===== src/design/prqs_pkg.sv =====
// ----------------------------------------------------------------------------
// prqs_pkg: shared types and constants for the priority ready queue scheduler
// Queue depth, field widths, event and status codes, cell command and link types.
// ----------------------------------------------------------------------------
package prqs_pkg;

   localparam int QUEUE_DEPTH = 16;
   localparam int ID_W        = 8;
   localparam int PRIO_W      = 8;
   localparam int CNT_W       = $clog2(QUEUE_DEPTH + 1);
   localparam int FUNC_W      = 2;
   localparam int STATUS_W    = 2;
   localparam int RCOUNT_W    = 5;

   // event kinds carried on the request side
   typedef enum logic [FUNC_W-1:0] {
      FUNC_CREATE    = 2'd0,
      FUNC_YIELD     = 2'd1,
      FUNC_TERMINATE = 2'd2
   } func_type;

   // result status codes
   typedef enum logic [STATUS_W-1:0] {
      STATUS_OK    = 2'd0,
      STATUS_FULL  = 2'd1,
      STATUS_EMPTY = 2'd2
   } status_type;

   // operation broadcast to every cell of the queue
   typedef enum logic [1:0] {
      OP_HOLD       = 2'd0,
      OP_INSERT     = 2'd1,
      OP_POP        = 2'd2,
      OP_POP_INSERT = 2'd3
   } cell_op_type;

   // one queue entry
   typedef struct packed {
      logic [ID_W-1:0]   id;
      logic [PRIO_W-1:0] prio;
   } entry_type;

   // command from the controller to all cells
   typedef struct packed {
      cell_op_type       op;
      logic [PRIO_W-1:0] key;
      entry_type         fresh;
   } cell_cmd_type;

   // what a cell shows its neighbors
   typedef struct packed {
      logic      le;
      entry_type entry;
   } cell_link_type;

endpackage


===== src/design/priority_ready_queue_scheduler.sv =====
// ----------------------------------------------------------------------------
// priority_ready_queue_scheduler: thread scheduler with a sorted ready queue
// Tracks the running thread and a chain of cells holding waiting threads in
// serving order (lower priority value first, first-in first-out on ties).
// ----------------------------------------------------------------------------
// Usage:
//   req channel: one scheduling event per item. tuser carries the event kind
//   (create, yield, terminate); tdata carries the thread id and priority of a
//   created thread.
//   rsp channel: one item per event with the running thread after the event,
//   a running flag, a status code and the number of waiting threads.
//   Result: registered; it appears on rsp in the cycle after the event is taken.
//   Throughput: one event per cycle while rsp is not stalled; every cell of
//   the chain updates in the same cycle for insert, pop and pop-then-insert.
//   A create into a full queue is refused with status full; a yield or
//   terminate with an empty queue reports status empty.
//   Reset: thread 0 with priority 1 runs and the queue is empty; no result
//   is pending.
//   Stall: while a result waits on rsp, req_tready stays low, so the block
//   holds at most one result and takes the next event as that one leaves.
// ----------------------------------------------------------------------------
module priority_ready_queue_scheduler
   import prqs_pkg::*;
(
   input  logic        clock,
   input  logic        reset,
   input  logic        req_tvalid,
   output logic        req_tready,
   input  logic [15:0] req_tdata,  // new_id[7:0], priority_req[15:8]
   input  logic [1:0]  req_tuser,  // func[1:0]
   output logic        rsp_tvalid,
   input  logic        rsp_tready,
   output logic [15:0] rsp_tdata   // running_id[7:0], running_valid[8],
                                   // status[10:9], ready_count[15:11]
);

   logic                 accept;
   cell_cmd_type         cmd;
   cell_link_type        links [QUEUE_DEPTH];
   logic [QUEUE_DEPTH-1:0] occ;

   logic [ID_W-1:0]      run_id_ff, run_id_in;
   logic [PRIO_W-1:0]    run_prio_ff, run_prio_in;
   logic                 run_valid_ff, run_valid_in;
   logic [CNT_W-1:0]     count_ff, count_in;
   logic                 rsp_valid_ff, rsp_valid_in;
   logic [15:0]          rsp_data_ff, rsp_data_in;
   status_type           status;
   logic [ID_W-1:0]      req_id;
   logic [PRIO_W-1:0]    req_prio;
   logic                 queue_empty;
   logic                 queue_full;

   assign req_id      = req_tdata[ID_W-1:0];
   assign req_prio    = req_tdata[ID_W+PRIO_W-1:ID_W];
   assign req_tready  = !rsp_valid_ff || rsp_tready;
   assign accept      = req_tvalid && req_tready;
   assign queue_empty = (count_ff == '0);
   assign queue_full  = (count_ff == CNT_W'(QUEUE_DEPTH));

   // occupancy of each slot from the fill count
   always_comb begin
      for (int k = 0; k < QUEUE_DEPTH; k++) begin
         occ[k] = (CNT_W'(k) < count_ff);
      end
   end

   // event decode: cell command, running thread and count updates
   always_comb begin
      cmd          = '{op: OP_HOLD, key: '0, fresh: '0};
      run_id_in    = run_id_ff;
      run_prio_in  = run_prio_ff;
      run_valid_in = run_valid_ff;
      count_in     = count_ff;
      status       = STATUS_OK;
      if (accept) begin
         case (func_type'(req_tuser))
            FUNC_CREATE: begin
               if (queue_full) begin
                  status = STATUS_FULL;
               end else begin
                  cmd.op         = OP_INSERT;
                  cmd.key        = req_prio;
                  cmd.fresh.id   = req_id;
                  cmd.fresh.prio = req_prio;
                  count_in       = count_ff + 1'b1;
               end
            end
            FUNC_YIELD: begin
               if (queue_empty) begin
                  status = STATUS_EMPTY;
               end else begin
                  run_id_in    = links[0].entry.id;
                  run_prio_in  = links[0].entry.prio;
                  run_valid_in = 1'b1;
                  if (run_valid_ff) begin
                     cmd.op         = OP_POP_INSERT;
                     cmd.key        = run_prio_ff;
                     cmd.fresh.id   = run_id_ff;
                     cmd.fresh.prio = run_prio_ff;
                  end else begin
                     cmd.op   = OP_POP;
                     count_in = count_ff - 1'b1;
                  end
               end
            end
            FUNC_TERMINATE: begin
               if (queue_empty) begin
                  run_valid_in = 1'b0;
                  run_id_in    = '0;
                  run_prio_in  = '0;
                  status       = STATUS_EMPTY;
               end else begin
                  run_id_in    = links[0].entry.id;
                  run_prio_in  = links[0].entry.prio;
                  run_valid_in = 1'b1;
                  cmd.op       = OP_POP;
                  count_in     = count_ff - 1'b1;
               end
            end
            default: begin
               status = STATUS_OK;
            end
         endcase
      end
   end

   // result item built from the state after the event
   always_comb begin
      rsp_data_in        = '0;
      rsp_data_in[7:0]   = run_valid_in ? run_id_in : '0;
      rsp_data_in[8]     = run_valid_in;
      rsp_data_in[10:9]  = status;
      rsp_data_in[15:11] = RCOUNT_W'(count_in);
      rsp_valid_in       = accept ? 1'b1 : (rsp_valid_ff && !rsp_tready);
   end

   // chain of queue cells
   for (genvar k = 0; k < QUEUE_DEPTH; k++) begin : g_cell
      cell_link_type left_link;
      cell_link_type right_link;
      if (k == 0) begin : g_head
         assign left_link = '{le: 1'b1, entry: '0};
      end else begin : g_mid
         assign left_link = links[k-1];
      end
      if (k == QUEUE_DEPTH - 1) begin : g_tail
         assign right_link = '{le: 1'b0, entry: '0};
      end else begin : g_body
         assign right_link = links[k+1];
      end
      prqs_cell u_cell (
         .clock      (clock),
         .head       (k == 0),
         .occupied   (occ[k]),
         .cmd        (cmd),
         .left_link  (left_link),
         .right_link (right_link),
         .link       (links[k])
      );
   end

   // running thread, fill count and result handshake
   always_ff @(posedge clock) begin
      if (reset) begin
         run_id_ff    <= '0;
         run_prio_ff  <= PRIO_W'(1);
         run_valid_ff <= 1'b1;
         count_ff     <= '0;
         rsp_valid_ff <= 1'b0;
      end else begin
         run_id_ff    <= run_id_in;
         run_prio_ff  <= run_prio_in;
         run_valid_ff <= run_valid_in;
         count_ff     <= count_in;
         rsp_valid_ff <= rsp_valid_in;
      end
   end

   // result payload
   always_ff @(posedge clock) begin
      if (accept) begin
         rsp_data_ff <= rsp_data_in;
      end
   end

   assign rsp_tvalid = rsp_valid_ff;
   assign rsp_tdata  = rsp_data_ff;

endmodule


===== src/design/prqs_cell.sv =====
// ----------------------------------------------------------------------------
// prqs_cell: one slot of the sorted ready queue
// Holds one entry, compares it against the broadcast key and moves data to or
// from its neighbors for insert, pop and combined pop-then-insert.
// ----------------------------------------------------------------------------
module prqs_cell
   import prqs_pkg::*;
(
   input  logic          clock,
   input  logic          head,       // first cell of the chain
   input  logic          occupied,   // slot holds a live entry
   input  cell_cmd_type  cmd,
   input  cell_link_type left_link,  // neighbor nearer the head
   input  cell_link_type right_link, // neighbor nearer the tail
   output cell_link_type link
);

   entry_type entry_ff;
   entry_type entry_in;
   logic      le;

   // entry sits at or ahead of the key in serving order
   assign le = occupied && (entry_ff.prio <= cmd.key);

   // next entry for each queue operation
   always_comb begin
      entry_in = entry_ff;
      case (cmd.op)
         OP_INSERT: begin
            if (le) begin
               entry_in = entry_ff;
            end else if (left_link.le) begin
               entry_in = cmd.fresh;
            end else begin
               entry_in = left_link.entry;
            end
         end
         OP_POP: begin
            entry_in = right_link.entry;
         end
         OP_POP_INSERT: begin
            if (right_link.le) begin
               entry_in = right_link.entry;
            end else if (head || le) begin
               entry_in = cmd.fresh;
            end else begin
               entry_in = entry_ff;
            end
         end
         default: begin
            entry_in = entry_ff;
         end
      endcase
   end

   // entry storage
   always_ff @(posedge clock) begin
      entry_ff <= entry_in;
   end

   assign link.le    = le;
   assign link.entry = entry_ff;

endmodule


===== config.mk =====
export PLATFORM = sky130hd
export DESIGN_NAME = priority_ready_queue_scheduler
export DESIGN_NICKNAME = d
export VERILOG_FILES = /design/src/design/prqs_pkg.sv /design/src/design/priority_ready_queue_scheduler.sv /design/src/design/prqs_cell.sv
export SDC_FILE = /design/constraint.sdc
export NUM_CORES = 1
export LEC_CHECK = 0
export BUFFER_PORTS_ARGS = -buffer_cell sky130_fd_sc_hd__clkbuf_2
export CORE_MARGIN = 3
export CORE_UTILIZATION = 65
export CTS_BUF_LIST = sky130_fd_sc_hd__clkbuf_2
export DETAILED_ROUTE_END_ITERATION = 6
export PLACE_DENSITY = 0.86
export SKIP_CTS_REPAIR_TIMING = 1
export SLEW_MARGIN = 5
export SYNTH_ARGS = -nofsm -noshare
export SYNTH_HDL_FRONTEND = slang
export SYNTH_SLANG_ARGS = --single-unit

===== constraint.sdc =====
create_clock -name clock -period 22.4 [get_ports clock]
set_input_delay 1.12 -clock clock [delete_from_list [all_inputs] [get_ports clock]]
set_output_delay 1.12 -clock clock [all_outputs]
set_load 0.1 [all_outputs]

==> results of run 1 <==
[registers in the layout (all words and copies together) (netlist names)]
name                flops
run_prio_ff             8
g_cell.u_cell.link    256
run_id_ff               8
run_valid_ff            1
count_ff                5
rsp_tdata              16
rsp_tvalid              1
[worst min-delay path, cell delays in order]
cell and delay [ns]:
clkbuf_2 0.10, inv_1 0.05, a21oi_1 0.05
[logic make-up after synthesis]
group | after synthesis | share of synthesized area (%)
compound gates | 764 | 25.08
simple gates | 500 | 11.55
flops | 295 | 40.68
buf+inv | 222 | 4.625
mux | 206 | 10.05
fa+ha+maj | 136 | 8.022
[report_power, final]
group          switching [W]  total (W)  internal [W]  leakage [nW]
logic               0.000102   0.000154     0.0000523          4.64
clock network       0.000247   0.000398      0.000151         0.535
registers          0.0000189   0.000645      0.000626          2.68
total               0.000368    0.00120      0.000829          7.85
[synthesized netlist by cell type, types with 13 or more instances]
master and n:
edfxtp_1 272, nor2_1 191, mux2i_1 153, o21ai_0 143
ha_1 136, a211oi_1 116, a21oi_1 114, o22ai_1 113
nand2_1 73, clkbuf_1 72, buf_2 69, nor3_1 61
inv_1 57, mux2_2 52, a22oi_1 38, nand4_1 31
a22o_1 30, a221oi_1 28, nand2b_1 28, dfxtp_1 23
a21o_1 22, and2_1 22, nor2b_1 22, or2_2 21
o221a_2 18, o2bb2ai_1 18, o21a_1 16, o221ai_1 16
nor3b_1 15, o211a_1 13, o2bb2a_1 13
[cell usage in the layout, fill, tap and decap left out, types with 23 or more instances in the layout]
master	instances
buf_4	42
nor3_1	58
inv_1	57
ha_1	136
a21oi_1	112
nand2_1	73
edfxtp_1	272
nand2b_1	28
a22o_1	30
a22oi_1	38
nor2_1	191
a221oi_1	27
a211oi_1	115
nand4_1	31
dfxtp_1	23
mux2i_1	153
o22ai_1	113
mux2_2	52
clkbuf_2	156
o21ai_0	143
[metal layers]
metal  track usage [%]  up-vias
met5                 0        -
met4             22.27        2
met3             9.243      272
met2             52.94     1495
met1             50.20     8883
li1                  -     8399
[final cells by class]
class / count / area, um^2
multi-input combinational: 1606 / 11680
fill: 2372 / 9534
sequential: 295 / 8628
clock buffer: 117 / 585.6
tap: 435 / 544.3
timing repair buffer: 82 / 530.5
inverter: 64 / 240.2
clock inverter: 21 / 128.9
antenna: 3 / 7.507
[path summary, 6_finish.rpt]
path | start | endpoint | slack, ns | depth (start not counted)
max | count_ff[1]$_SDFF_PP0_ | g_cell[4].u_cell.link[6]$_DFFE_PP_ | 14.91 | 16
max reg2reg | count_ff[1]$_SDFF_PP0_ | g_cell[4].u_cell.link[6]$_DFFE_PP_ | 14.91 | 16
min reg2reg | run_prio_ff[0]$_SDFFE_PP1P_ | run_prio_ff[0]$_SDFFE_PP1P_ | 0.52 | 1
min | req_tvalid | rsp_tvalid$_SDFF_PP0_ | 0.35 | 3
[through the flow]
| stage | utilization (%) | hold WS [ns] |
|---|---|---|
| final | 70.09 | 0.3506 |
| after global routing | 70.09 | 0.2902 |
| after detailed placement | 67.83 | 0.4800 |
| after floorplan | - | 0.4577 |
| after global placement | 67.83 | 0.4692 |
| after CTS | 70.07 | 0.2926 |
==> results.sh, run 1 <==
export IMPL_crit_slowest_cell="clkinv_1"
export IMPL_critical_path_max_fanout=25
export IMPL_hold_path_class="input port to flip-flop"
export IMPL_fin_cells=2623
export IMPL_critPathCaptureType="flip-flop"
export IMPL_finalCritPeriodShare_pct=33.45
export IMPL_drt_iter0_drc=2922
export IMPL_pwr_density_cell_nw_per_um2=53.56
export IMPL_p_leak_nw=7.855
export IMPL_skew_ns=0.05879
export IMPL_clock_path_buffers=3
export IMPL_worst_ir_drop_vdd_mv=0.03328
export IMPL_ys_types=71
export IMPL_cpMostUsedCell="ha_1"
export IMPL_rows=65
export IMPL_synth_edf_count=272
export IMPL_finalHoldViolCount=0
export IMPL_wl_met2_mm=27.80
export IMPL_synthCells=2123
export IMPL_synth_seq_cells=295
export IMPL_synth_seq_area_share_pct=40.68
export IMPL_setup_viol=0
export IMPL_path_class="flip-flop to flip-flop"
export IMPL_final_nets=2287
export IMPL_dr_total_vias=19050
export IMPL_synth_area_leader_cell="edfxtp_1"
export IMPL_max_slew_margin_rel_pct=11.14
export IMPL_placed_cell_area_um2=21620
export IMPL_async_reset_ff_share_pct=0
export IMPL_report_power_total_w=0.001197
export IMPL_drc=2
export IMPL_worstMarginPinSlew_ns=1.324
export IMPL_ant_nets=0
export IMPL_drive_above_1_share_pct=15.65
export IMPL_synth_area_leaders="edfxtp_1 (39%), ha_1 (8.0%), mux2i_1 (7.2%)"
export IMPL_grt_max_degree=193
export IMPL_place_ws_ns=14.94
export IMPL_die_h_um=186.6
export IMPL_design_area_um2=22350
export IMPL_start_util_pct=66.53
export IMPL_viasPerCell=7.263
export IMPL_yosys_area_top_type_share_pct=38.51
export IMPL_slew_viol_final=0
export IMPL_wire_per_inst_um=25.18
export IMPL_htree_levels=3
export IMPL_cts_root_buf="clkbuf_2"
export IMPL_wl_met3_mm=8.758
export IMPL_dpl_hpwl_mm=44.19
export IMPL_cp_top_family="simple AND/OR/NAND/NOR gates"
export IMPL_cts_buffers=80
export IMPL_highest_layer="met5"
export IMPL_rsz0062_at_grt="no"
export IMPL_cp_slowest_stage_delay_ns=1.12
export IMPL_start_kind="flip-flop"
export IMPL_track_usage_pct=36.79
export IMPL_critPathBufInv=3
export IMPL_drt_pass1_iterations=7
export IMPL_grt_pass1_wl_mm=102.5
export IMPL_max_cap_violations=0
export IMPL_synth_nets=2281
export IMPL_avgSynthCellArea_um2=9.991
export IMPL_crit_required_ns=23.06
export IMPL_antenna_found_initial=3
export IMPL_clock_fmax_mhz=133.5
export IMPL_die_area_um2=34840
export IMPL_ios=40
export IMPL_cts_sinks=295
export IMPL_ys_flop_type="edfxtp_1"
export IMPL_outcome="finished with violations"
export IMPL_crit_arrival_ns=8.15
export IMPL_cts_tree="built"
export IMPL_drt_wl_total_mm=66.06
export IMPL_grt_pass1_vias=18020
export IMPL_synth_area_um2=21210
export IMPL_violations="DRC"
export IMPL_die_w_um=186.6
export IMPL_finalSetupTns_ns=0
export IMPL_area_growth_pct=5.350
export IMPL_wl_met1_mm=25.14
export IMPL_io_buffers=39
export IMPL_clock_latency_ns=1.02
export IMPL_fin_crit_ns=7.492
export IMPL_dp_cells=2482
export IMPL_crit_chain="inv_1, ha_1, or4b_1, nand3_2, nor3_2, buf_4, a22o_1, clkinv_1, ha_1, nor2b_1, o211a_1, o21ai_0, and3_1, nand2_1, o22ai_1, a211oi_1"
export IMPL_setup_ws_ns=14.91
export IMPL_place_congestion=0.9689
export IMPL_coreArea_um2=31880
export IMPL_clk_pin_slew_ns=0.12
export IMPL_ys_warn_count=0
export IMPL_gr_total_overflow=0
No activity file was read; power rests on OpenSTA's default activity.
==> run 2: changes to the inputs <==
ABC_AREA = 1   (was unset)
CORE_UTILIZATION = 60   (was 65)
PLACE_DENSITY = 0.84   (was 0.86)
clock period = 6.5 ns   (was 22.4 ns; I/O delays follow)
==> run 2 against run 1 <==
Net effect:
- the flow still finishes with violations (DRC)
- synthesized area up 12%
- die area up 21%
- via count up 28%
==> results.sh, run 2 <==
export IMPL_ys_top_cells_by_count="nand3_1 (1169), nand2_1 (742), edfxtp_1 (272)"
export IMPL_layout_common_cells="nand3_1 (1169), nand2_1 (742), edfxtp_1 (272)"
export IMPL_async_reset_ff_share_pct=0
export IMPL_violations="DRC"
export IMPL_synth_area_leaders="edfxtp_1 (34%), nand3_1 (25%), nand2_1 (12%)"
export IMPL_synth_area_leader_cell="edfxtp_1"
export IMPL_clock_path_buffers=3
export IMPL_htree_levels=3
export IMPL_setup_viol=0
export IMPL_area_growth_pct=4.124
export IMPL_viasPerCell=6.431
export IMPL_synth_seq_cells=295
export IMPL_grt_pass1_vias=22770
export IMPL_finalSetupTns_ns=0
export IMPL_wire_per_inst_um=19.87
export IMPL_clock_latency_ns=1.05
export IMPL_drt_pass1_iterations=7
export IMPL_final_common_cell="nand3_1"
export IMPL_critPathCaptureType="flip-flop"
export IMPL_drive_above_1_share_pct=11.80
export IMPL_clock_fmax_mhz=178.3
export IMPL_finalHoldViolCount=0
export IMPL_pwr_share_clk_pct=26.5
export IMPL_die_w_um=205.1
export IMPL_synthCells=3251
export IMPL_cts_tree="built"
export IMPL_drc=4
export IMPL_dr_total_vias=24380
export IMPL_cp_slowest_stage_delay_ns=0.74
export IMPL_ys_flop_type="edfxtp_1"
export IMPL_ant_nets=0
export IMPL_die_h_um=205.1
export IMPL_drt_iter0_drc=3428
export IMPL_p_int_w=0.003507
export IMPL_coreArea_um2=38920
export IMPL_die_area_um2=42070
export IMPL_dpl_hpwl_mm=48.75
export IMPL_report_power_total_w=0.005760
export IMPL_avgSynthCellArea_um2=7.317
export IMPL_combPwrFrac_pct=29.7
export IMPL_gr_total_overflow=0
export IMPL_p_leak_nw=10.63
export IMPL_pwr_density_cell_nw_per_um2=232.6
export IMPL_worstMarginPinSlew_ns=1.406
export IMPL_max_slew_margin_rel_pct=6.272
export IMPL_rows=72
export IMPL_skew_ns=0.07976
export IMPL_synth_seq_area_share_pct=36.27
export IMPL_crit_slowest_cell="a21oi_4"
export IMPL_finalCritPeriodShare_pct=86.27
export IMPL_cts_sinks=295
export IMPL_crit_chain="inv_2, ha_1, nand2_1, inv_1, nand2_2, nand3_1, a21oi_2, buf_4, inv_1, buf_4, ha_1, nand2_1, nor2_1, nand4_1, nand2_1, nand2_2, a21oi_4, o21ai_0"
export IMPL_p_sw_w=0.002254
export IMPL_final_nets=3369
export IMPL_start_util_pct=61.12
export IMPL_synth_edf_count=272
export IMPL_cpMostUsedCell="nand2_1"
export IMPL_fin_crit_ns=5.608
export IMPL_track_usage_pct=35.15
export IMPL_hold_path_class="input port to flip-flop"
export IMPL_pwr_share_seq_pct=43.8
export IMPL_ys_warn_count=0
export IMPL_clk_pin_slew_ns=0.09
export IMPL_grt_max_degree=209
export IMPL_ys_types=45
export IMPL_cts_buffers=83
export IMPL_cts_root_buf="clkbuf_2"
export IMPL_max_cap_violations=0
export IMPL_antenna_found_initial=3
export IMPL_critical_path_max_fanout=32
export IMPL_largest_register_ffs=256
export IMPL_outcome="finished with violations"
export IMPL_ios=40
export IMPL_drt_wl_total_mm=75.31
export IMPL_grt_pass1_wl_mm=118.3
export IMPL_start_kind="flip-flop"
export IMPL_place_congestion=0.9378
export IMPL_synth_area_um2=23790
export IMPL_path_class="flip-flop to flip-flop"
export IMPL_synth_nets=3409
export IMPL_rsz0062_at_grt="no"
export IMPL_crit_arrival_ns=6.32
export IMPL_crit_required_ns=7.21
export IMPL_worst_ir_drop_vdd_mv=0.1509
export IMPL_slew_viol_final=0
export IMPL_yosysMostFrequentCell="nand3_1"
export IMPL_yosys_area_top_type_share_pct=34.34
export IMPL_switching_share_pct=39.12
export IMPL_io_buffers=39
-- run 2: cell types whose count changed in the layout (fill, tap and decap cells not counted), sizes merged, moves of 31 or more --
cell / change
o22ai: -103
mux2i: -154
inv: +127
nand3: +1163
or2: +166
a21oi: -31
a211oi: -126
nor3: -66
mux2: -52
nand2: +679
o21ai: -108
a22oi: -40
nor2: -74
-- run 2: cell type report --
class | instances | area, um^2
Antenna cell | 3 | 7.507
Clock buffer | 118 | 590.6
Clock inverter | 26 | 207.7
Fill cell | 3405 | 14150
Inverter | 189 | 723.2
Multi-Input combinational cell | 2554 | 13350
Sequential cell | 295 | 8628
Tap cell | 518 | 648.1
Timing Repair Buffer | 88 | 615.6
-- run 2: logic make-up after synthesis --
family | share of synthesized area (%)
compound gates | 4.466
xor+xnor | 0.1105
fa+ha+maj | 7.153
buf+inv | 7.806
flops | 36.27
simple gates | 44.19
-- run 2: through the flow --
| stage | hold slack [ns] | util [%] | std cells | cell area, um^2 | worst slack, ns |
|---|---|---|---|---|---|
| floorplan | 0.4035 | - | 3251 | 23790 | 0.6561 |
| global placement | 0.4497 | 61.42 | 3638 | 23900 | 1.099 |
| detailed placement | 0.4556 | 61.42 | 3638 | 23900 | 1.030 |
| CTS | -0.5452 | 63.47 | 3782 | 24700 | 1.037 |
| global route | 0.03755 | 63.64 | 3791 | 24770 | 0.3762 |
| finish | 0.1307 | 63.64 | 3791 | 24770 | 0.8924 |
-- run 2: routing by layer --
metal  vias to the layer above  share of wire [%]  global-route usage [%]
met1                     11200                 38                   46.07
met2                      1615                 44                   53.27
met4                         2                5.5                   18.77
met5                         -              0.017                       0
li1                      11230                  -                       -
met3                       339                 12                   9.344
-- run 2: worst paths after layout --
| check | start | to | slack [ns] | cells past startpoint |
|---|---|---|---|---|
| setup reg to reg | count_ff[0]$_SDFF_PP0_ | g_cell[0].u_cell.link[1]$_DFFE_PP_ | 0.89 | 18 |
| hold / removal | rsp_tready | rsp_tvalid$_SDFF_PP0_ | 0.13 | 5 |
| hold reg to reg | run_prio_ff[7]$_SDFFE_PP0P_ | run_prio_ff[7]$_SDFFE_PP0P_ | 0.47 | 2 |
| setup / recovery | count_ff[0]$_SDFF_PP0_ | g_cell[0].u_cell.link[1]$_DFFE_PP_ | 0.89 | 18 |
-- run 2: critical path: cells and delay by family (launching register included) --
kind / cells / cell delay [ns]
simple gates: 8 / 1.76
buf+inv: 5 / 1.28
compound gates: 3 / 1.16
fa+ha+maj: 2 / 0.57
flops: 1 / 0.48
-- run 2: power groups by stage --
stage	clock network (W)	logic, W	registers (W)
2_1_floorplan	0	0.00122	0.00256
3_3_place_gp	0	0.00160	0.00255
3_5_place_dp	0	0.00166	0.00256
4_1_cts	0.00153	0.00166	0.00252
5_1_grt	0.00164	0.00189	0.00254
6_report	0.00153	0.00171	0.00252
